`config.mk`:
```
export PLATFORM = sky130hd
export DESIGN_NAME = find_and_replace_stream
export DESIGN_NICKNAME = d
export VERILOG_FILES = /design/src/rtl/fars_pkg.sv /design/src/rtl/fars_cfg.sv /design/src/rtl/fars_front.sv /design/src/rtl/fars_queue.sv /design/src/rtl/fars_back.sv /design/src/rtl/find_and_replace_stream.sv
export SDC_FILE = /design/constraint.sdc
export NUM_CORES = 1
export LEC_CHECK = 0
export BUFFER_PORTS_ARGS = -buffer_cell sky130_fd_sc_hd__buf_2
export CAP_MARGIN = 20
export CORE_MARGIN = 5
export CORE_UTILIZATION = 35
export CTS_BUF_LIST = sky130_fd_sc_hd__clkbuf_16
export DETAILED_ROUTE_END_ITERATION = 8
export GPL_TIMING_DRIVEN = 1
export PLACE_DENSITY = 0.54
export SYNTH_ARGS = -nofsm -noshare
export SYNTH_HDL_FRONTEND = slang
export SYNTH_HIERARCHICAL = 1
export SYNTH_SLANG_ARGS = --single-unit
```
`constraint.sdc`:
```
create_clock -name clk -period 23.8 [get_ports clk]
set_input_delay 4.76 -clock clk [delete_from_list [all_inputs] [get_ports clk]]
set_output_delay 4.76 -clock clk [all_outputs]
set_load 0.03 [all_outputs]
```
`src/rtl/fars_pkg.sv`:
```
// Package for the streaming find-and-replace block: shared constants,
// register index codes and the command control type.
// No dependencies.
package fars_pkg;

    // Defaults for the top-level size parameters
    localparam int PATTERN_MAX_DEF = 8;
    localparam int REPLACE_MAX_DEF = 8;

    // Counts of pending bytes and of results per item are at most nine
    localparam int COUNT_W = 4;

    // Configuration port
    localparam int CFG_INDEX_W = 2;
    localparam int CFG_DATA_W  = 64;

    localparam logic [CFG_INDEX_W-1:0] REG_PATTERN_BYTES     = 2'd0;
    localparam logic [CFG_INDEX_W-1:0] REG_PATTERN_LENGTH    = 2'd1;
    localparam logic [CFG_INDEX_W-1:0] REG_REPLACEMENT_BYTES = 2'd2;
    localparam logic [CFG_INDEX_W-1:0] REG_REPLACEMENT_LENGTH = 2'd3;

    // Command queue depth
    localparam int QUEUE_DEPTH = 4;

    // Effective lengths after saturation
    typedef struct packed {
        logic [COUNT_W-1:0] plen;
        logic [COUNT_W-1:0] rlen;
    } cfg_len_t;

    // Control part of one command from front to back
    typedef struct packed {
        logic [COUNT_W-1:0] win_cnt;  // leading bytes of the byte list to send
        logic               match;    // replacement follows the window bytes
        logic               last;     // command closes the stream
    } cmd_ctrl_t;

endpackage

```
`src/rtl/fars_cfg.sv`:
```
// Configuration registers of the find-and-replace block, with length saturation.
// Depends on fars_pkg.
module fars_cfg
    import fars_pkg::*;
#(
    parameter int PATTERN_MAX = PATTERN_MAX_DEF,
    parameter int REPLACE_MAX = REPLACE_MAX_DEF
)
(
    input  logic                   clk,
    input  logic                   rst_n,
    input  logic                   cfg_wr_en,
    input  logic [CFG_INDEX_W-1:0] cfg_index,
    input  logic [CFG_DATA_W-1:0]  cfg_wr_data,
    output logic [7:0]             pattern [PATTERN_MAX],
    output logic [7:0]             replacement [REPLACE_MAX],
    output cfg_len_t               lens
);

    logic [7:0]         pattern_reg [PATTERN_MAX];
    logic [7:0]         replacement_reg [REPLACE_MAX];
    logic [COUNT_W-1:0] plen_reg;
    logic [COUNT_W-1:0] rlen_reg;

    always_ff @(posedge clk or negedge rst_n)
    begin
        if (!rst_n)
        begin
            for (int i = 0; i < PATTERN_MAX; i++)
                pattern_reg[i] <= '0;
            for (int i = 0; i < REPLACE_MAX; i++)
                replacement_reg[i] <= '0;
            plen_reg <= COUNT_W'(1);
            rlen_reg <= '0;
        end
        else if (cfg_wr_en)
        begin
            case (cfg_index)
                REG_PATTERN_BYTES:
                begin
                    for (int i = 0; i < PATTERN_MAX; i++)
                        pattern_reg[i] <= cfg_wr_data[8*i +: 8];
                end
                REG_PATTERN_LENGTH:     plen_reg <= cfg_wr_data[COUNT_W-1:0];
                REG_REPLACEMENT_BYTES:
                begin
                    for (int i = 0; i < REPLACE_MAX; i++)
                        replacement_reg[i] <= cfg_wr_data[8*i +: 8];
                end
                REG_REPLACEMENT_LENGTH: rlen_reg <= cfg_wr_data[COUNT_W-1:0];
                default: ;
            endcase
        end
    end

    // Clamp lengths: zero pattern acts as one byte, both saturate at their maxima
    always_comb
    begin
        if (plen_reg == '0)
            lens.plen = COUNT_W'(1);
        else if (plen_reg > COUNT_W'(PATTERN_MAX))
            lens.plen = COUNT_W'(PATTERN_MAX);
        else
            lens.plen = plen_reg;

        if (rlen_reg > COUNT_W'(REPLACE_MAX))
            lens.rlen = COUNT_W'(REPLACE_MAX);
        else
            lens.rlen = rlen_reg;
    end

    assign pattern     = pattern_reg;
    assign replacement = replacement_reg;

endmodule

```
`src/rtl/fars_front.sv`:
```
// Front end of the find-and-replace block: holds the match window, tests it
// against the pattern, issues at most one command per item. Needs fars_pkg.
module fars_front
    import fars_pkg::*;
#(
    parameter int PATTERN_MAX = PATTERN_MAX_DEF
)
(
    input  logic                        clk,
    input  logic                        rst_n,
    input  logic                        src_valid,
    input  logic [7:0]                  data_byte,
    input  logic                        end_of_input,
    input  logic                        q_full,
    input  logic [7:0]                  pattern [PATTERN_MAX],
    input  cfg_len_t                    lens,
    output logic                        cmd_push,
    output cmd_ctrl_t                   cmd_ctrl,
    output logic [8*(PATTERN_MAX+1)-1:0] cmd_bytes
);

    localparam int EXT_N  = PATTERN_MAX + 1;
    localparam int EXT_IW = $clog2(EXT_N);

    logic [7:0]         win_reg [PATTERN_MAX];
    logic [COUNT_W-1:0] win_cnt_reg;

    logic [7:0]         ext [EXT_N];
    logic [7:0]         new_win [PATTERN_MAX];
    logic [COUNT_W-1:0] drain;
    logic [COUNT_W-1:0] cnt_new;
    logic               eq;
    logic               match;
    logic               accept;
    logic [COUNT_W-1:0] send_cnt;

    assign accept = src_valid && !q_full;

    // Old window followed by the new byte
    always_comb
    begin
        for (int k = 0; k < PATTERN_MAX; k++)
            ext[k] = (COUNT_W'(k) < win_cnt_reg) ? win_reg[k] : data_byte;
        ext[PATTERN_MAX] = data_byte;
    end

    // Oldest bytes to send so that one place is free
    assign drain   = (win_cnt_reg >= lens.plen) ? (win_cnt_reg - lens.plen + COUNT_W'(1))
                                                : '0;
    assign cnt_new = win_cnt_reg - drain + COUNT_W'(1);

    always_comb
    begin
        logic [COUNT_W:0] sel;
        eq = 1'b1;
        for (int j = 0; j < PATTERN_MAX; j++)
        begin
            sel = {1'b0, drain} + (COUNT_W+1)'(j);
            if (sel < (COUNT_W+1)'(EXT_N))
                new_win[j] = ext[sel[EXT_IW-1:0]];
            else
                new_win[j] = data_byte;
            if (COUNT_W'(j) < lens.plen && new_win[j] != pattern[j])
                eq = 1'b0;
        end
    end

    // No test when more than one byte was drained after a length change
    assign match = (drain <= COUNT_W'(1)) && (cnt_new == lens.plen) && eq;

    assign send_cnt = end_of_input ? (match ? drain : win_cnt_reg + COUNT_W'(1)) : drain;

    always_comb
    begin
        cmd_ctrl.win_cnt = send_cnt;
        cmd_ctrl.match   = match;
        cmd_ctrl.last    = end_of_input;
        for (int k = 0; k < EXT_N; k++)
            cmd_bytes[8*k +: 8] = ext[k];
    end

    // Items that cause no result are dropped here
    assign cmd_push = accept &&
                      (send_cnt != '0 || (match && lens.rlen != '0) || end_of_input);

    always_ff @(posedge clk or negedge rst_n)
    begin
        if (!rst_n)
            win_cnt_reg <= '0;
        else if (accept)
            win_cnt_reg <= (match || end_of_input) ? '0 : cnt_new;
    end

    always_ff @(posedge clk)
    begin
        if (accept)
            win_reg <= new_win;
    end

endmodule

```
`src/rtl/fars_queue.sv`:
```
// Short command queue between front and back of the find-and-replace block.
// Depends on fars_pkg for the default depth.
module fars_queue
    import fars_pkg::*;
#(
    parameter int WIDTH = 8,
    parameter int DEPTH = QUEUE_DEPTH
)
(
    input  logic             clk,
    input  logic             rst_n,
    input  logic             push,
    input  logic [WIDTH-1:0] push_data,
    input  logic             pop,
    output logic [WIDTH-1:0] head_data,
    output logic             empty,
    output logic             full
);

    localparam int PW = (DEPTH > 1) ? $clog2(DEPTH) : 1;
    localparam int CW = $clog2(DEPTH + 1);

    logic [WIDTH-1:0] entry_reg [DEPTH];
    logic [PW-1:0]    wr_ptr_reg;
    logic [PW-1:0]    rd_ptr_reg;
    logic [CW-1:0]    count_reg;

    assign empty     = (count_reg == '0);
    assign full      = (count_reg == CW'(DEPTH));
    assign head_data = entry_reg[rd_ptr_reg];

    function automatic logic [PW-1:0] ptr_inc(input logic [PW-1:0] p);
        ptr_inc = (p == PW'(DEPTH - 1)) ? '0 : p + PW'(1);
    endfunction

    always_ff @(posedge clk or negedge rst_n)
    begin
        if (!rst_n)
        begin
            wr_ptr_reg <= '0;
            rd_ptr_reg <= '0;
            count_reg  <= '0;
        end
        else
        begin
            if (push)
                wr_ptr_reg <= ptr_inc(wr_ptr_reg);
            if (pop)
                rd_ptr_reg <= ptr_inc(rd_ptr_reg);
            if (push && !pop)
                count_reg <= count_reg + CW'(1);
            else if (pop && !push)
                count_reg <= count_reg - CW'(1);
        end
    end

    always_ff @(posedge clk)
    begin
        if (push)
            entry_reg[wr_ptr_reg] <= push_data;
    end

endmodule

```
`src/rtl/fars_back.sv`:
```
// Back end of the find-and-replace block, depends on fars_pkg: expands each
// command into results, one per cycle unless stalled, in an output register.
module fars_back
    import fars_pkg::*;
#(
    parameter int PATTERN_MAX = PATTERN_MAX_DEF,
    parameter int REPLACE_MAX = REPLACE_MAX_DEF
)
(
    input  logic                         clk,
    input  logic                         rst_n,
    input  logic                         q_empty,
    input  cmd_ctrl_t                    head_ctrl,
    input  logic [8*(PATTERN_MAX+1)-1:0] head_bytes,
    input  logic [7:0]                   replacement [REPLACE_MAX],
    input  cfg_len_t                     lens,
    output logic                         q_pop,
    output logic                         dst_valid,
    input  logic                         dst_stall,
    output logic [7:0]                   out_byte,
    output logic                         has_byte,
    output logic                         end_of_output
);

    localparam int EXT_N  = PATTERN_MAX + 1;
    localparam int EXT_IW = $clog2(EXT_N);
    localparam int RIW    = (REPLACE_MAX > 1) ? $clog2(REPLACE_MAX) : 1;

    logic [COUNT_W-1:0] idx_reg;
    logic               valid_reg;
    logic [7:0]         byte_reg;
    logic               has_reg;
    logic               end_reg;

    logic [7:0]         ext [EXT_N];
    logic [COUNT_W-1:0] total;
    logic [COUNT_W-1:0] last_idx;
    logic [COUNT_W-1:0] rel;
    logic [7:0]         byte_next;
    logic               has_next;
    logic               at_last;
    logic               load;

    always_comb
    begin
        for (int k = 0; k < EXT_N; k++)
            ext[k] = head_bytes[8*k +: 8];
    end

    assign total    = head_ctrl.win_cnt + (head_ctrl.match ? lens.rlen : '0);
    assign last_idx = (total == '0) ? '0 : total - COUNT_W'(1);
    assign at_last  = (idx_reg == last_idx);
    assign rel      = idx_reg - head_ctrl.win_cnt;

    // Window bytes first, then the replacement; a bare end marker when empty
    always_comb
    begin
        if (idx_reg < head_ctrl.win_cnt)
        begin
            byte_next = ext[idx_reg[EXT_IW-1:0]];
            has_next  = 1'b1;
        end
        else if (total != '0)
        begin
            byte_next = replacement[rel[RIW-1:0]];
            has_next  = 1'b1;
        end
        else
        begin
            byte_next = '0;
            has_next  = 1'b0;
        end
    end

    assign load  = !valid_reg || !dst_stall;
    assign q_pop = load && !q_empty && at_last;

    always_ff @(posedge clk or negedge rst_n)
    begin
        if (!rst_n)
        begin
            valid_reg <= 1'b0;
            idx_reg   <= '0;
        end
        else if (load)
        begin
            valid_reg <= !q_empty;
            if (!q_empty)
                idx_reg <= at_last ? '0 : idx_reg + COUNT_W'(1);
        end
    end

    always_ff @(posedge clk)
    begin
        if (load && !q_empty)
        begin
            byte_reg <= byte_next;
            has_reg  <= has_next;
            end_reg  <= head_ctrl.last && at_last;
        end
    end

    assign dst_valid     = valid_reg;
    assign out_byte      = byte_reg;
    assign has_byte      = has_reg;
    assign end_of_output = end_reg;

endmodule

```
`src/rtl/find_and_replace_stream.sv`:
```
// Top level of the streaming find-and-replace block.
// Depends on fars_pkg, fars_cfg, fars_front, fars_queue and fars_back.
//
// Streaming find-and-replace over a byte string. Bytes come in one per
// transfer on the src channel, with end_of_input on the final byte; every
// leftmost non-overlapping occurrence of the pattern (1 to PATTERN_MAX bytes)
// is replaced by the replacement (0 to REPLACE_MAX bytes) and all other
// bytes pass through in order on the dst channel, one result per transfer.
// The last result of a string carries end_of_output; a string that leaves
// nothing to send closes with one bare marker (has_byte low, out_byte zero).
// Rate: the front takes one byte every cycle while its command queue
// (QUEUE_DEPTH entries) has room; the back sends one result per cycle
// while dst is not stalled, and every command yields at least one result:
// a match up to REPLACE_MAX + 1, a final byte up to PATTERN_MAX + 1.
// Bytes held in the window cost nothing until sent. The dst output
// register decouples the two sides, so a byte is taken while a result
// waits. A byte's first result passes through the command queue and the
// dst output register. Write configuration only while the block is idle;
// pattern and replacement bytes are taken first byte in bits 7..0, lengths
// saturate at the maxima and a pattern length of zero counts as one. The
// window needs no clearing after reset.
module find_and_replace_stream
    import fars_pkg::*;
#(
    parameter int PATTERN_MAX = PATTERN_MAX_DEF,
    parameter int REPLACE_MAX = REPLACE_MAX_DEF
)
(
    input  logic                   clk,
    input  logic                   rst_n,
    // configuration write port
    input  logic                   cfg_wr_en,
    input  logic [CFG_INDEX_W-1:0] cfg_index,
    input  logic [CFG_DATA_W-1:0]  cfg_wr_data,
    // input byte channel
    input  logic                   src_valid,
    output logic                   src_stall,
    input  logic [7:0]             data_byte,
    input  logic                   end_of_input,
    // result channel
    output logic                   dst_valid,
    input  logic                   dst_stall,
    output logic [7:0]             out_byte,
    output logic                   has_byte,
    output logic                   end_of_output
);

    localparam int BYTES_W = 8 * (PATTERN_MAX + 1);
    localparam int CTRL_W  = $bits(cmd_ctrl_t);
    localparam int CMD_W   = CTRL_W + BYTES_W;

    logic [7:0]         pattern [PATTERN_MAX];
    logic [7:0]         replacement [REPLACE_MAX];
    cfg_len_t           lens;

    logic               q_push;
    logic               q_pop;
    logic               q_empty;
    logic               q_full;
    cmd_ctrl_t          push_ctrl;
    logic [BYTES_W-1:0] push_bytes;
    logic [CMD_W-1:0]   head_data;
    cmd_ctrl_t          head_ctrl;
    logic [BYTES_W-1:0] head_bytes;

    // Hold configuration; lengths arrive clamped
    fars_cfg #(
        .PATTERN_MAX(PATTERN_MAX),
        .REPLACE_MAX(REPLACE_MAX)
    ) u_cfg (
        .clk        (clk),
        .rst_n      (rst_n),
        .cfg_wr_en  (cfg_wr_en),
        .cfg_index  (cfg_index),
        .cfg_wr_data(cfg_wr_data),
        .pattern    (pattern),
        .replacement(replacement),
        .lens       (lens)
    );

    // Classify each byte against the window and issue a command
    fars_front #(
        .PATTERN_MAX(PATTERN_MAX)
    ) u_front (
        .clk         (clk),
        .rst_n       (rst_n),
        .src_valid   (src_valid),
        .data_byte   (data_byte),
        .end_of_input(end_of_input),
        .q_full      (q_full),
        .pattern     (pattern),
        .lens        (lens),
        .cmd_push    (q_push),
        .cmd_ctrl    (push_ctrl),
        .cmd_bytes   (push_bytes)
    );

    // Stall the source only on a full queue
    assign src_stall = q_full;

    fars_queue #(
        .WIDTH(CMD_W),
        .DEPTH(QUEUE_DEPTH)
    ) u_queue (
        .clk      (clk),
        .rst_n    (rst_n),
        .push     (q_push),
        .push_data({push_ctrl, push_bytes}),
        .pop      (q_pop),
        .head_data(head_data),
        .empty    (q_empty),
        .full     (q_full)
    );

    assign head_ctrl  = cmd_ctrl_t'(head_data[CMD_W-1:BYTES_W]);
    assign head_bytes = head_data[BYTES_W-1:0];

    // Expand commands into result transfers
    fars_back #(
        .PATTERN_MAX(PATTERN_MAX),
        .REPLACE_MAX(REPLACE_MAX)
    ) u_back (
        .clk          (clk),
        .rst_n        (rst_n),
        .q_empty      (q_empty),
        .head_ctrl    (head_ctrl),
        .head_bytes   (head_bytes),
        .replacement  (replacement),
        .lens         (lens),
        .q_pop        (q_pop),
        .dst_valid    (dst_valid),
        .dst_stall    (dst_stall),
        .out_byte     (out_byte),
        .has_byte     (has_byte),
        .end_of_output(end_of_output)
    );

    // The front never writes into a full queue
    a_no_overflow: assert property (@(posedge clk) disable iff (!rst_n)
        q_full |-> !q_push)
        else $error("command pushed into a full queue");

    // The back never takes from an empty queue
    a_no_underflow: assert property (@(posedge clk) disable iff (!rst_n)
        q_empty |-> !q_pop)
        else $error("command popped from an empty queue");

    // A bare marker closes the stream and carries a zero byte
    a_marker_closes: assert property (@(posedge clk) disable iff (!rst_n)
        (dst_valid && !has_byte) |-> (end_of_output && out_byte == 8'd0))
        else $error("bare marker without end of output or with a byte");

endmodule
```
==> results of run 1 <==
[cell usage after synthesis, types with 36 or more instances]
cell type	instances
xnor2_1	49
dfrtp_1	151
mux2_4	70
ha_1	40
mux4_2	116
buf_2	46
nor3_1	52
xor2_1	36
nand2_1	203
mux2_2	93
mux2i_1	68
clkbuf_1	93
nor2_1	120
a21oi_1	100
inv_1	64
edfxtp_1	386
o21ai_0	171
nand3_1	51
[worst max-delay path, stage by stage]
cell and delay [ps]:
buf_2 80, buf_4 440, clkinv_1 590, o2111a_1 300, o32ai_1 450, o31ai_1 330, nand2_1 140, nand3_1 190
and3_1 280, or4_1 560, o31ai_1 270, a32oi_1 290, or3_1 430, a21oi_1 580, and2_4 630, buf_4 680
[final cells by class]
class	count	area share
clock inverters	52	0.01666
flip-flops and latches	538	0.4391
repair buffers	185	0.03313
inverters	74	0.007918
clock buffers	60	0.04280
multi-input cells	1791	0.4184
well taps	1176	0.04194
diodes	1	0.00007133
[metal layers]
layer  part of all wire  vias to the layer above  GRT usage
met5           0.000083                        -          0
met2               0.43                     1503     0.4085
met3              0.096                      330    0.06459
li1                   -                    10260          -
met4              0.061                        2     0.1278
met1               0.41                    12480     0.3718
[logic make-up (layout without fill, tap and decap cells)]
logic type	count (synthesis)	after routing	synth area share
AO/OA/AOI/OAI	674	674	0.1489
XOR/XNOR	85	85	0.02361
adder cells (fa/ha/maj)	46	46	0.01968
buffers and inverters	271	371	0.04741
flip-flops	538	538	0.4882
multiplexers	348	348	0.1713
other	0	1	0
AND/OR/NAND/NOR	638	638	0.1008
[path summary, 6_finish.rpt]
path	start	endpoint	slack, ps	cells past startpoint
worst max register to register	u_cfg/plen_reg[3]	u_queue/entry_reg[3][22]	12970	26
worst min register to register	u_queue/count_reg[2]	u_queue/count_reg[2]	490	1
min in group asynchronous	rst_n	u_cfg/pattern[16]	4140	1
max in group asynchronous	rst_n	u_queue/rd_ptr_reg[0]	18120	2
worst max-delay path	data_byte[4]	u_queue/entry_reg[3][22]	12950	16
worst min-delay path	u_queue/count_reg[2]	u_queue/count_reg[2]	490	1
[cell usage in the layout (no fill, tap or decap), types with 32 or more instances in the layout]
master,netlist,routed
xnor2_1,49,49
ha_1,40,40
nor2_1,120,120
inv_1,64,73
mux2_2,93,93
mux4_2,116,116
dfrtp_1,151,148
nand2_1,203,203
mux2i_1,68,68
xor2_1,36,36
mux2_4,70,70
nor4_1,32,32
o211ai_1,35,35
nor3_1,52,51
a21oi_1,100,99
o21ai_0,171,171
buf_4,15,89
nand3_1,51,51
edfxtp_1,386,386
buf_2,46,92
clkbuf_16,0,60
[stage by stage]
step                utilization  setup WS [ps]  area [µm²]  instances  hold slack (ps)
finish                   0.3910          12950       35080       3877            487.5
global route             0.3909          12690       35080       3876            516.4
CTS                      0.3905          12670       35040       3871            494.0
detailed placement       0.3673          12220       32960       3759            484.1
global placement         0.3672          12260       32950       3758            479.5
floorplan                     -          13440       31530       2600            456.3
==> impl_metrics.ini, run 1 <==
[status]
run_status = complete, no violations

[sta]
fmax_ghz = 0.09218
rsz0062_at_grt = false
min_period_ps = 10850
slew_viol_final = 0
hold_viol = 0
clock_skew_ps = 21.68
post-route-period-util = 0.4558
finalSetupViolations = 0
tightest_slew_ps = 1133
finalSetupTns_ps = 0
relSlewSlack = 0.2364

[yosys]
synth_edf_count = 386
syn-instance-count = 2600
yosys-top-cells-area = edfxtp_1, dfrtp_1, mux4_2
syn-num-nets = 2726
yosys.area.top_type_share = 0.3676
yosysWarnings = 6
ys_seq_elements = 538
syn_avg_cell_area_um2 = 12.13
synth_seq_area_share = 0.4882
netlist_area_um2 = 31530
ys_async_sr_fraction = 0.2825
ys.flop_type = edfxtp_1
yosysTopAreaCell = edfxtp_1
ys_types = 107

[clocking]
tritoncts = yes
clock_sinks = 538
cts.repair.resized = 0
clkSlewWorstSetupHoldPaths_ps = 60
ctsHoldBuffers = 0
root_buffer = clkbuf_16
numCtsBuffers = 59
clockBufferDepth = 3
clk_latency_ps = 660
cts_setup_buffers = 0
htreeDepth = 2

[route]
vias = 24570
routed_via_density = 6.338
firstDrtPassIters = 7
final_antenna_net_count = 0
wirelength_um = 133100
wl_per_cell_um = 34.32
drt_iter0_markers = 3237
drc = 0

[placement]
post-dp-hpwl_um = 97330
gp_congestion = 1.052
io_buffer_count = 91

[setup_path]
endpoint_kind = flop
path_class = in -> reg
critPathMaxFanout = 46
cp_data_arrival_time_ps = 11120
required_ps = 24070
cp-start-kind = primary input

[cells_and_area]
seq_area_um2 = 15400
syn_to_final_growth_pct = 11.25
fin_nets = 2775
n_fill_cell = 8568
drive_above_1_share = 0.2363
multi_input_area_um2 = 14680
largest_register_ffs = 312

[grt]
grt_pass1_wl_um = 186100
grt_start_max_net_pins = 96
grt_usage = 0.2711
first_global_vias = 23990
grt-ovfl-total = 0
antenna_found_initial = 4

[die]
die_w_um = 310.2
std_cell_rows = 110
fp.dieH_um = 310.2
ios = 92
die_area_um2 = 96200
core_area_um2 = 89740
start_util = 0.3514

[hold_path]
min_path_type = reg -> reg

[run]
drv_cap = 0
Power of run 1 is not shown: default switching activity piles up to over one toggle a cycle in this logic, so the estimate is an artifact.
==> run 2: changes to the inputs <==
clock period = 10.8 ns   (was 23.8 ns; I/O delays follow)
==> impl_metrics.ini, run 2 (synthesis gave the netlist of run 1 again) <==
[status]
run_status = complete, no violations

[cells_and_area]
final_common_cell = edfxtp_1
drive_above_1_share = 0.2443
n_fill_cell = 8574
fin_nets = 2818
syn_to_final_growth_pct = 12.61
mostFrequentLayoutCells = edfxtp_1, nand2_1, o21ai_0
largest_register_ffs = 312

[route]
wl_met1_um = 57690
routed_via_density = 6.345
top_layer = met5
met3_length_um = 11480
wirelength_um = 137900
drt_iter0_markers = 3217
wl_met2_um = 61710
final_antenna_net_count = 0
wl_per_cell_um = 35.17
firstDrtPassIters = 6
vias = 24880
drc = 0

[clocking]
tritoncts = yes
clk_latency_ps = 660
clkSlewWorstSetupHoldPaths_ps = 70
htreeDepth = 2
numCtsBuffers = 60
clockBufferDepth = 3
cts.repair.resized = 0
ctsHoldBuffers = 0
root_buffer = clkbuf_16
clock_sinks = 538
cts_setup_buffers = 0

[hold_path]
min_path_type = reg -> reg
worstHoldStart = u_queue/count_reg[2]

[setup_path]
cp.depth = 31
cp_slowest_cell = o21ai_0
critPathMaxStageDelay_ps = 980
worst-r2r-cell-count = 31
required_ps = 11370
reg2reg_slack_ps = 1900
cp-start-kind = flop
critPathMaxFanout = 19
critPathBufInv = 9
crit_path_end = u_queue/count_reg[2]
cp_data_arrival_time_ps = 9470
critPathTopFamily = compound AO/OA/AOI/OAI gates
timing.rr.end = u_queue/count_reg[2]
crit_top_cell = inv_1
endpoint_kind = flop
critPathLaunch = u_cfg/plen_reg[3]
reg2reg_from = u_cfg/plen_reg[3]
path_class = reg -> reg

[run]
drv_cap = 0

[sta]
clock_skew_ps = 31.82
hold_viol = 0
tightest_slew_ps = 1243
relSlewSlack = 0.1627
fmax_ghz = 0.1123
rsz0062_at_grt = false
post-route-period-util = 0.8245
finalSetupTns_ps = 0
slew_viol_final = 0
min_period_ps = 8904
finalSetupViolations = 0

[grt]
grt-ovfl-total = 0
antenna_found_initial = 8
grt_start_max_net_pins = 77
grt_usage = 0.2814
grt_pass1_wl_um = 192500
first_global_vias = 24480

[die]
core_area_um2 = 89740
die_w_um = 310.2
fp.dieH_um = 310.2
start_util = 0.3514
die_area_um2 = 96200
ios = 92
std_cell_rows = 110

[placement]
gp_congestion = 0.9925
io_buffer_count = 91
post-dp-hpwl_um = 103600
-- run 2: cell types whose count changed in the layout (fill, tap and decap cells not counted), sizes merged --
cell	delta
clkinvlp	-2
diode	+3
buf	+44
inv	-1
clkinv	+4
clkbuf	+1
bufinv	-4
-- run 2: worst min-delay path by stage --
stage | cells after the start | to
finish | 1 | u_queue/count_reg[2]
global route | 1 | u_queue/count_reg[2]
CTS | 1 | u_queue/count_reg[2]
detailed placement | 1 | u_queue/count_reg[2]
global placement | 1 | u_cfg/replacement[13]
floorplan | 1 | u_queue/count_reg[2]
-- run 2: metal layers --
metal  global-route usage  vias up
met4               0.1146        2
li1                     -    10340
met5                    0        -
met2               0.4391     1426
met1               0.3907    12800
met3              0.05146      318
-- run 2: per-stage QoR --
stage	area (µm²)	util	cells	worst slack [ps]	hold WS, ps
after floorplan	31530	-	2600	1994	456.3
after global placement	33450	0.3728	3804	2133	487.9
after detailed placement	33450	0.3728	3804	2185	476.0
after CTS	35480	0.3954	3916	2117	484.2
after global routing	35500	0.3956	3918	1428	517.8
final	35510	0.3957	3922	1896	488.2
-- run 2: cell type report --
| cell class | count | area (µm²) | share of cell area |
|---|---|---|---|
| Antenna cell | 4 | 10.01 | 0.0002819 |
| Multi-Input combinational cell | 1791 | 14680 | 0.4134 |
| Timing Repair Buffer | 227 | 1633 | 0.04598 |
| Inverter | 74 | 277.8 | 0.007822 |
| Tap cell | 1176 | 1471 | 0.04144 |
| Clock inverter | 49 | 457.9 | 0.01290 |
| Sequential cell | 538 | 15400 | 0.4338 |
| Clock buffer | 63 | 1577 | 0.04440 |
Power of run 2 is left out for the same reason.
